File: src/sv/segment_tree_range_combine_assert.svh
// assertion macros for the segment tree range combine block
// expects clk and rst_n in the scope of every use
`ifndef SEGMENT_TREE_RANGE_COMBINE_ASSERT_SVH
`define SEGMENT_TREE_RANGE_COMBINE_ASSERT_SVH

`ifndef SYNTHESIS

// same-cycle implication
`define STRC_ASSERT_SAME(label, ante, cons) \
  label: assert property (@(posedge clk) disable iff (!rst_n) (ante) |-> (cons)) \
    else $error("segment tree assertion failed");

// next-cycle implication
`define STRC_ASSERT_NEXT(label, ante, cons) \
  label: assert property (@(posedge clk) disable iff (!rst_n) (ante) |=> (cons)) \
    else $error("segment tree assertion failed");

`else

`define STRC_ASSERT_SAME(label, ante, cons)
`define STRC_ASSERT_NEXT(label, ante, cons)

`endif

`endif

File: src/sv/strc_pkg.sv
`timescale 1ns / 1ps
// shared types, codes and constants of the segment tree range combine block
// no dependencies
package strc_pkg;

  localparam int DATA_W     = 32;
  localparam int IDX_W      = 10;
  localparam int LEN_W      = 11;
  localparam int CFG_IDX_W  = 2;
  localparam int CFG_DATA_W = 11;

  typedef logic signed [DATA_W-1:0] data_t;
  typedef logic [IDX_W-1:0]         idx_t;
  typedef logic [LEN_W-1:0]         len_t;
  typedef logic [CFG_IDX_W-1:0]     cfg_idx_t;
  typedef logic [CFG_DATA_W-1:0]    cfg_data_t;

  typedef enum logic {
    KIND_WRITE = 1'b0,
    KIND_QUERY = 1'b1
  } kind_t;

  typedef enum logic {
    CMB_SUM = 1'b0,
    CMB_MIN = 1'b1
  } cmb_mode_t;

  // configuration register indexes
  localparam cfg_idx_t CFG_IDX_MODE   = 2'd0;
  localparam cfg_idx_t CFG_IDX_LENGTH = 2'd1;

  localparam len_t  LEN_RESET    = 11'd1024;
  localparam data_t SUM_IDENTITY = 32'sh0000_0000;
  localparam data_t MIN_IDENTITY = 32'sh7FFF_FFFF;

  typedef enum logic [3:0] {
    ST_CLEAR,
    ST_IDLE,
    ST_BUILD_RD,
    ST_BUILD_WR,
    ST_UP_RD,
    ST_UP_WR,
    ST_Q_LO,
    ST_Q_HI,
    ST_DONE
  } state_t;

  function automatic data_t cmb_identity(cmb_mode_t mode);
    return (mode == CMB_MIN) ? MIN_IDENTITY : SUM_IDENTITY;
  endfunction

endpackage

File: src/sv/strc_combine.sv
`timescale 1ns / 1ps
// shared combine unit: wrapping 32-bit sum or signed minimum
// depends on strc_pkg
module strc_combine (
  input  strc_pkg::cmb_mode_t mode,
  input  strc_pkg::data_t     a,
  input  strc_pkg::data_t     b,
  output strc_pkg::data_t     y
);

  always_comb begin
    unique case (mode)
      strc_pkg::CMB_MIN: y = (a <= b) ? a : b;
      strc_pkg::CMB_SUM: y = a + b;
      default:           y = a + b;
    endcase
  end

endmodule

File: config.mk
export PLATFORM = sky130hd
export DESIGN_NAME = strc_combine
export DESIGN_NICKNAME = d
export VERILOG_FILES = /design/src/sv/segment_tree_range_combine_assert.svh /design/src/sv/strc_pkg.sv /design/src/sv/strc_combine.sv
export SDC_FILE = /design/constraint.sdc
export NUM_CORES = 1
export LEC_CHECK = 0
export BUFFER_PORTS_ARGS = -buffer_cell sky130_fd_sc_hd__buf_2
export CORE_ASPECT_RATIO = 1.2
export CORE_MARGIN = 1.5
export CORE_UTILIZATION = 45
export DETAILED_ROUTE_END_ITERATION = 10
export GPL_TIMING_DRIVEN = 0
export PLACE_DENSITY = 0.74
export SYNTH_ARGS = -nofsm -noshare
export SYNTH_HDL_FRONTEND = slang
export SYNTH_SLANG_ARGS = --single-unit
File: constraint.sdc
create_clock -name vclk -period 7.97
set_input_delay 0.797 -clock vclk [all_inputs]
set_output_delay 0.797 -clock vclk [all_outputs]
set_load 0.05 [all_outputs]
Yosys cells after proc, flatten, opt, wreduce, memory -nomap -nowiden
Index checks and enable logic that the tools add are counted.
{"block": "word_totals", "out_inout_bits": 32, "elab_cells": 5, "inputBits": 65, "ff_bits": 0}
{"block": "classes", "n_mux": 2, "n_addsub": 1, "n_bitwise": 1, "order_cmp": 1}
{"operator": "32-bit case mux with 2 select lines", "count": 1}
{"operator": "32-bit adder", "count": 1}
{"operator": "32-bit <= comparator", "count": 1}
{"operator": "32-bit 2-to-1 mux", "count": 1}
{"operator": "1-bit NOT", "count": 1}

Longest topological paths before layout
Gate-level depths: netlist of the first run.
{"block": "logic_depth", "ltp_word": 3, "depth_mapped": 13, "mapped_depth_nobuf": 12}

Worst setup path before layout of the first run
Ideal clock, no wire load.
{"block": "synth_timing", "path_type": "input to output", "from": "in b[13]", "to": "out y[14]", "path_slack_ns": 3.448, "t_required_ns": 7.173, "path_buffers": 2, "stages": 12, "t_arrival_ns": 3.725, "path_cell_list": "inv_1 > ha_1 > buf_6 > nand4_4 > nor3_2 > a21boi_0 > or4b_1 > a21oi_2 > mux2i_4 > buf_8 > mux2i_1 > mux2i_1"}
{"block": "synth_between", "elab_chain_len": 3, "word_cells_on_any_way": 4, "classes_between": "1 x add/sub; 1 x order compare; 2 x mux"}
{"element": "start, declared", "line_no": "strc_combine.sv:7", "rtl": "input strc_pkg::data_t b,"}
{"element": "32-bit <= comparator", "line_no": "strc_combine.sv:13", "rtl": "strc_pkg::CMB_MIN: y = (a <= b) ? a : b;"}
{"element": "32-bit 2-to-1 mux", "line_no": "strc_combine.sv:13"}
{"element": "32-bit case mux with 2 select lines (*)", "line_no": "strc_combine.sv:12", "rtl": "unique case (mode)"}
{"element": "end, declared", "line_no": "strc_combine.sv:8", "rtl": "output strc_pkg::data_t y"}
Mark *: on every way between the ends. The rest lies on a longest branch, timed or not.

Final worst setup path of the first run
{"block": "layout_timing", "from": "in b[9]", "to": "out y[16]"}
Same word-level chain as after synthesis.

==> out/qor.log, run 1 <==
[worst_setup_path] Top cell by count, worst path a21oi_1
[worst_setup_path] cell family with most CP delay simple AND/OR/NAND/NOR gates
[floorplanning] effective utilization at floorplan 47.3%
[floorplanning] Die H 96.5 um
[logic_synthesis] most area-hungry cell type in the Yosys netlist ha_1
[cts] Hold Buf Count CTS 0
[route] Routed WL 9.12 mm
[sta] actual transition at the worst max-transition pin 0.787 ns
[logic_synthesis] count of warnings emitted by yosys 0
[logic_synthesis] main area contributors after synthesis ha_1 24%, mux2i_1 11%, a21oi_1 9.6%
[floorplanning] number of cell rows 33
[global_route] met1 Track Usage GR 27.7%
[global_route] antenna violations before repair 0
[worst_setup_path] Crit Path Category in -> out
[sta] maximum achievable frequency 0.219 GHz
[sta] total setup violations reported at the end of the flow 0
[logic_synthesis] post-synth design cell area 3280 um^2
[sta] period utilisation layout 57.4%
[layout] clkbuf count 0
[route] routed via count divided by cell count 5.45
[logic_synthesis] Syn Nets 593
[global_route] global-route wire length before repair 14.6 mm
[layout] FF+latch area 0 um^2
[run_status] outcome finished clean
[logic_synthesis] mean post-synth cell area 7.07 um^2
[layout] final net count 691
[logic_synthesis] sequential element share of the synthesized area 0%
[place] area post-placement 3870 um^2
[place] number of port buffers 96
[global_route] M2 GR Usage 46.7%
[worst_setup_path] critical path capture point type primary output
[worst_setup_path] cell with the largest stage delay on the worst path or4b_1
[sta] min cycle time layout 4.57 ns
[logic_synthesis] Cells after Synth 464
[global_route] number of global-route vias before repair 3274
[layout] sequential cells 0
[sta] final number of max-transition violations 0
[flow_run] number of max-cap violations 0
[route] DRC marker count from the first detailed-route iteration 103
[layout] post-route cell area 3870 um^2
[place] global placement routability congestion 0.908
[global_route] GRT Overall Usage 23.2%
[hold_path] Hold/Removal Path Class in -> out
[floorplanning] die width 80.9 um
[layout] Syn-to-layout area delta 18.0%
[layout] number of filler cells placed in the layout 723
[sta] post-route worst setup slack 3.40 ns
[place] worst slack after detailed placement 3.43 ns
[sta] post-route setup TNS 0 ns
[worst_setup_path] crit path DAT 3.77 ns
[cts] post-CTS repair timing setup buffer count 0
[layout] multi-input logic area 2930 um^2
[route] routed wirelength normalized by instance count 14.1 um
[global_route] global route overflow 0
[global_route] largest net degree at the start of global routing 11
[layout] antenna fix cells 0
[logic_synthesis] Yosys cell types 62
[layout] proportion of layout cells with a drive suffix above 1 22.5%
[cts] Resize count post-CTS 0
[worst_setup_path] Buf/Inv on CP 4
[layout] number of standard cells in the final layout excluding fillers 647
[global_route] met3 GRT Util 1.13%
[floorplanning] core footprint 6940 um^2
[pwr] Max IR drop VDD 0.0700 mV
[worst_setup_path] critical path launch point type primary input
[sta] setup repair after global routing missed its margin no
[route] number of routed nets with antenna violations 0
[worst_setup_path] crit path max fanout 10
[sta] Hold Fails Final Rpt 0
[floorplanning] Die ar. 7810 um^2
[pwr] total power density per cell area 109 nW/um^2
[floorplanning] Top Ports 97
[place] HPWL after DPL 7.65 mm
[route] first-pass detailed-route iteration total 4
[sta] relative slew slack 47.5%
[place] placed cell count 647
[worst_setup_path] Critical Path Max Stage Delay 0.56 ns
[sta] Post-Route Hold Slack 2.08 ns
[pwr] leakage 2.02 nW
[worst_setup_path] Worst EP required 7.17 ns
[worst_setup_path] crit path cell chain buf_2 > inv_1 > ha_1 > a21oi_1 > or3_1 > a21oi_1 > or4b_1 > a21oi_2 > mux2i_4 > buf_12 > mux2i_1 > a21oi_1 > buf_2
[route] overall via count from detail_route 3525
[global_route] peak-usage layer in the global routing report met2
[logic_synthesis] Yosys top cell area share 24.0%
[route] DRC errors left 0
## cells in the final DEF (no fill, tap or decap), drive strengths merged, types with 10 or more instances in the layout
cell    count
a21oi      64
buf       109
ha         63
inv        56
mux2i      37
nand2      19
nor2       53
nor2b      10
nor3       12
o21ai      18
o21bai     12
xnor2      22
## cell usage after synthesis (2+ instances only)
master / n
a2111oi_0: 2
a211oi_1: 3
a21o_1: 3
a21oi_1: 63
a31oi_1: 8
and3_1: 2
buf_12: 2
buf_2: 7
buf_6: 3
clkbuf_1: 4
ha_1: 63
inv_1: 55
mux2_4: 2
mux2i_1: 36
nand2_1: 17
nand2_2: 2
nand2b_1: 3
nand3_1: 4
nand4_1: 8
nor2_1: 53
nor2b_1: 10
nor3_1: 11
nor4_1: 2
o211ai_1: 4
o21ai_0: 7
o21ai_1: 8
o21ai_2: 3
o21bai_1: 11
o31ai_1: 5
o41ai_1: 2
or3_1: 4
xnor2_1: 22
xor2_1: 6
## final timing paths
check	startpoint	to	slack, ns	depth (start not counted)
max	b[9]	y[16]	3.40	13
min	b[31]	y[31]	2.08	4
## per-layer routing
layer	wire, um	part of all wire [%]
met3	344	3.8
met1	3980	44
met2	4750	52
met4	45	0.49
met5	0	0
## per-stage QoR
stage	power (mW)	utilization [%]
3_5_place_dp	0.421	55.8
3_3_place_gp	0.418	55.8
4_1_cts	0.423	55.8
5_1_grt	0.458	55.8
2_1_floorplan	0.324	-
6_report	0.422	55.8
## power by group
part | switching, mW | leakage [nW] | total (mW) | internal (mW)
clock | 0 | 0 | 0 | 0
sequential | 0 | 0 | 0 | 0
combinational | 0.274 | 2.02 | 0.422 | 0.148
total | 0.274 | 2.02 | 0.422 | 0.148
## cell families (layout without fill, tap and decap cells)
kind of cell,Yosys count,in the layout,share of synthesized area [%]
AOI/OAI and AO/OA,133,133,25.3
xor gates and xnor gates,28,28,7.48
adders and majority gates,64,64,24.6
buffers and inverters,73,169,10.6
muxes,39,39,12.6
and+or+nand+nor,127,127,19.4
## cell type report
class	count	share of cell area, %
buffer	17	3.59
inverter	56	5.43
multi-input combinational	391	75.8
tap	87	2.81
timing repair buffer	96	12.4
Power figures use the tool's default switching activity.
==> run 2, diff against run 1 <==
--- a/config.mk
+++ b/config.mk
@@ -11,7 +11,7 @@
 export CORE_UTILIZATION = 45
 export DETAILED_ROUTE_END_ITERATION = 10
 export GPL_TIMING_DRIVEN = 0
-export PLACE_DENSITY = 0.74
+export PLACE_DENSITY = 0.77
 export SYNTH_ARGS = -nofsm -noshare
 export SYNTH_HDL_FRONTEND = slang
 export SYNTH_SLANG_ARGS = --single-unit
==> constraint.sdc (replaced) <==
create_clock -name vclk -period 4
set_input_delay 0.4 -clock vclk [all_inputs]
set_output_delay 0.4 -clock vclk [all_outputs]
set_load 0.05 [all_outputs]
==> run 2 against run 1 <==
Hold slack got worse by 0.80 ns. Global-route usage increased by 0.37 points. Critical path depth unchanged. Critical path type unchanged. Critical endpoint is now y[14].
==> out/qor.log, run 2 (synthesis results as in run 1) <==
[route] routed wirelength normalized by instance count 14.1 um
[sta] total setup violations reported at the end of the flow 0
[worst_setup_path] crit path from b[9]
[pwr] Max IR drop VDD 0.133 mV
[worst_setup_path] critical path launch point type primary input
[sta] maximum achievable frequency 0.264 GHz
[run_status] outcome finished clean
[worst_setup_path] Buf/Inv on CP 4
[layout] final standard cell utilization of the core 55.8%
[cts] Hold Buf Count CTS 0
[layout] sequential cells 0
[hold_path] Worst Hold Depth 4
[route] overall via count from detail_route 3499
[place] HPWL after DPL 7.72 mm
[pwr] total power density per cell area 218 nW/um^2
[floorplanning] core footprint 6940 um^2
[layout] most frequent standard cell in the layout excluding fill and tap cells buf_2
[worst_setup_path] critical path capture point type primary output
[sta] min cycle time layout 3.79 ns
[global_route] global-route wire length before repair 14.9 mm
[hold_path] min-delay src b[31]
[layout] FF+latch area 0 um^2
[global_route] largest net degree at the start of global routing 11
[worst_setup_path] Crit Path Category in -> out
[sta] final number of max-transition violations 0
[hold_path] Hold/Removal Path Class in -> out
[sta] actual transition at the worst max-transition pin 0.806 ns
[pwr] leakage 2.02 nW
[floorplanning] Die ar. 7810 um^2
[worst_setup_path] Critical Path Max Stage Delay 0.56 ns
[flow_run] number of max-cap violations 0
[worst_setup_path] cell family with most CP delay multiplexers
[sta] Post-Route Hold Slack 1.28 ns
[global_route] GRT Overall Usage 23.5%
[sta] relative slew slack 46.3%
[global_route] antenna violations before repair 0
[worst_setup_path] crit path max fanout 10
[floorplanning] number of cell rows 33
[worst_setup_path] cell with the largest stage delay on the worst path mux2i_4
[place] number of port buffers 96
[worst_setup_path] crit path cell chain buf_2 > inv_1 > ha_1 > a21oi_1 > or3_1 > a21oi_1 > or4b_1 > a21oi_2 > mux2i_4 > buf_8 > mux2i_1 > mux2i_1 > buf_2
[hold_path] endpoint of the worst hold-timing path y[31]
[sta] setup repair after global routing missed its margin no
[layout] antenna fix cells 0
[sta] post-route setup TNS 0 ns
[cts] Resize count post-CTS 0
[floorplanning] Top Ports 97
[route] DRC marker count from the first detailed-route iteration 92
[route] routed via count divided by cell count 5.41
[sta] period utilisation layout 94.9%
[route] number of routed nets with antenna violations 0
[sta] post-route worst setup slack 0.205 ns
[global_route] global route overflow 0
[worst_setup_path] Worst EP required 3.60 ns
[layout] clkbuf count 0
[layout] final net count 691
[route] first-pass detailed-route iteration total 4
[floorplanning] effective utilization at floorplan 47.3%
[worst_setup_path] crit path DAT 3.39 ns
[floorplanning] die width 80.9 um
[layout] Syn-to-layout area delta 18.0%
[place] worst slack after detailed placement 0.221 ns
[place] area post-placement 3870 um^2
[place] global placement routability congestion 0.909
[route] Routed WL 9.16 mm
[layout] post-route cell area 3870 um^2
[layout] leading cell types in the layout, fill and taps excluded 103 x buf_2, 63 x a21oi_1, 63 x ha_1, 55 x inv_1, 53 x nor2_1
[cts] post-CTS repair timing setup buffer count 0
[layout] proportion of layout cells with a drive suffix above 1 22.5%
[global_route] number of global-route vias before repair 3379
[sta] Hold Fails Final Rpt 0
[floorplanning] Die H 96.5 um
[route] DRC errors left 0
run 2: metrics by stage:
stage                     power (mW)  cells
final                          0.842    647
after global routing           0.912    647
after CTS                      0.844    647
after detailed placement       0.840    647
after global placement         0.831    647
after floorplan                0.646    464
run 2: layer usage:
metal | up-vias | GRT usage (%) | wire, um
li1 | 1824 | - | -
met1 | 1576 | 27.4 | 3950
met2 | 89 | 47.7 | 4710
met3 | 10 | 0.845 | 388
met4 | 0 | 3.16 | 103
met5 | - | 0 | 0
run 2: worst min-delay path, cell delays in order:
cell and delay (ns):
buf_2 0.09, a31oi_1 0.06, o21ai_1 0.06, buf_2 0.26
run 2: worst max path at each step:
| stage | cells past startpoint | end | slack, ns |
|---|---|---|---|
| after global placement | 12 | y[16] | 0.20 |
| after global routing | 13 | y[7] | 0.02 |
| after detailed placement | 13 | y[7] | 0.22 |
| final | 13 | y[14] | 0.21 |
| after CTS | 13 | y[7] | 0.20 |
| after floorplan | 12 | y[14] | 0.27 |
run 2: area by class of cell:
class	count	area, um^2
fill	688	3070
multi-input combinational	391	2930
timing repair buffer	96	480
inverter	56	210
buffer	17	139
tap	87	109
run 2: report_power, final:
| group | internal (mW) | total, mW | switching [mW] |
|---|---|---|---|
| combinational | 0.295 | 0.842 | 0.548 |
| sequential | 0 | 0 | 0 |
| clock | 0 | 0 | 0 |
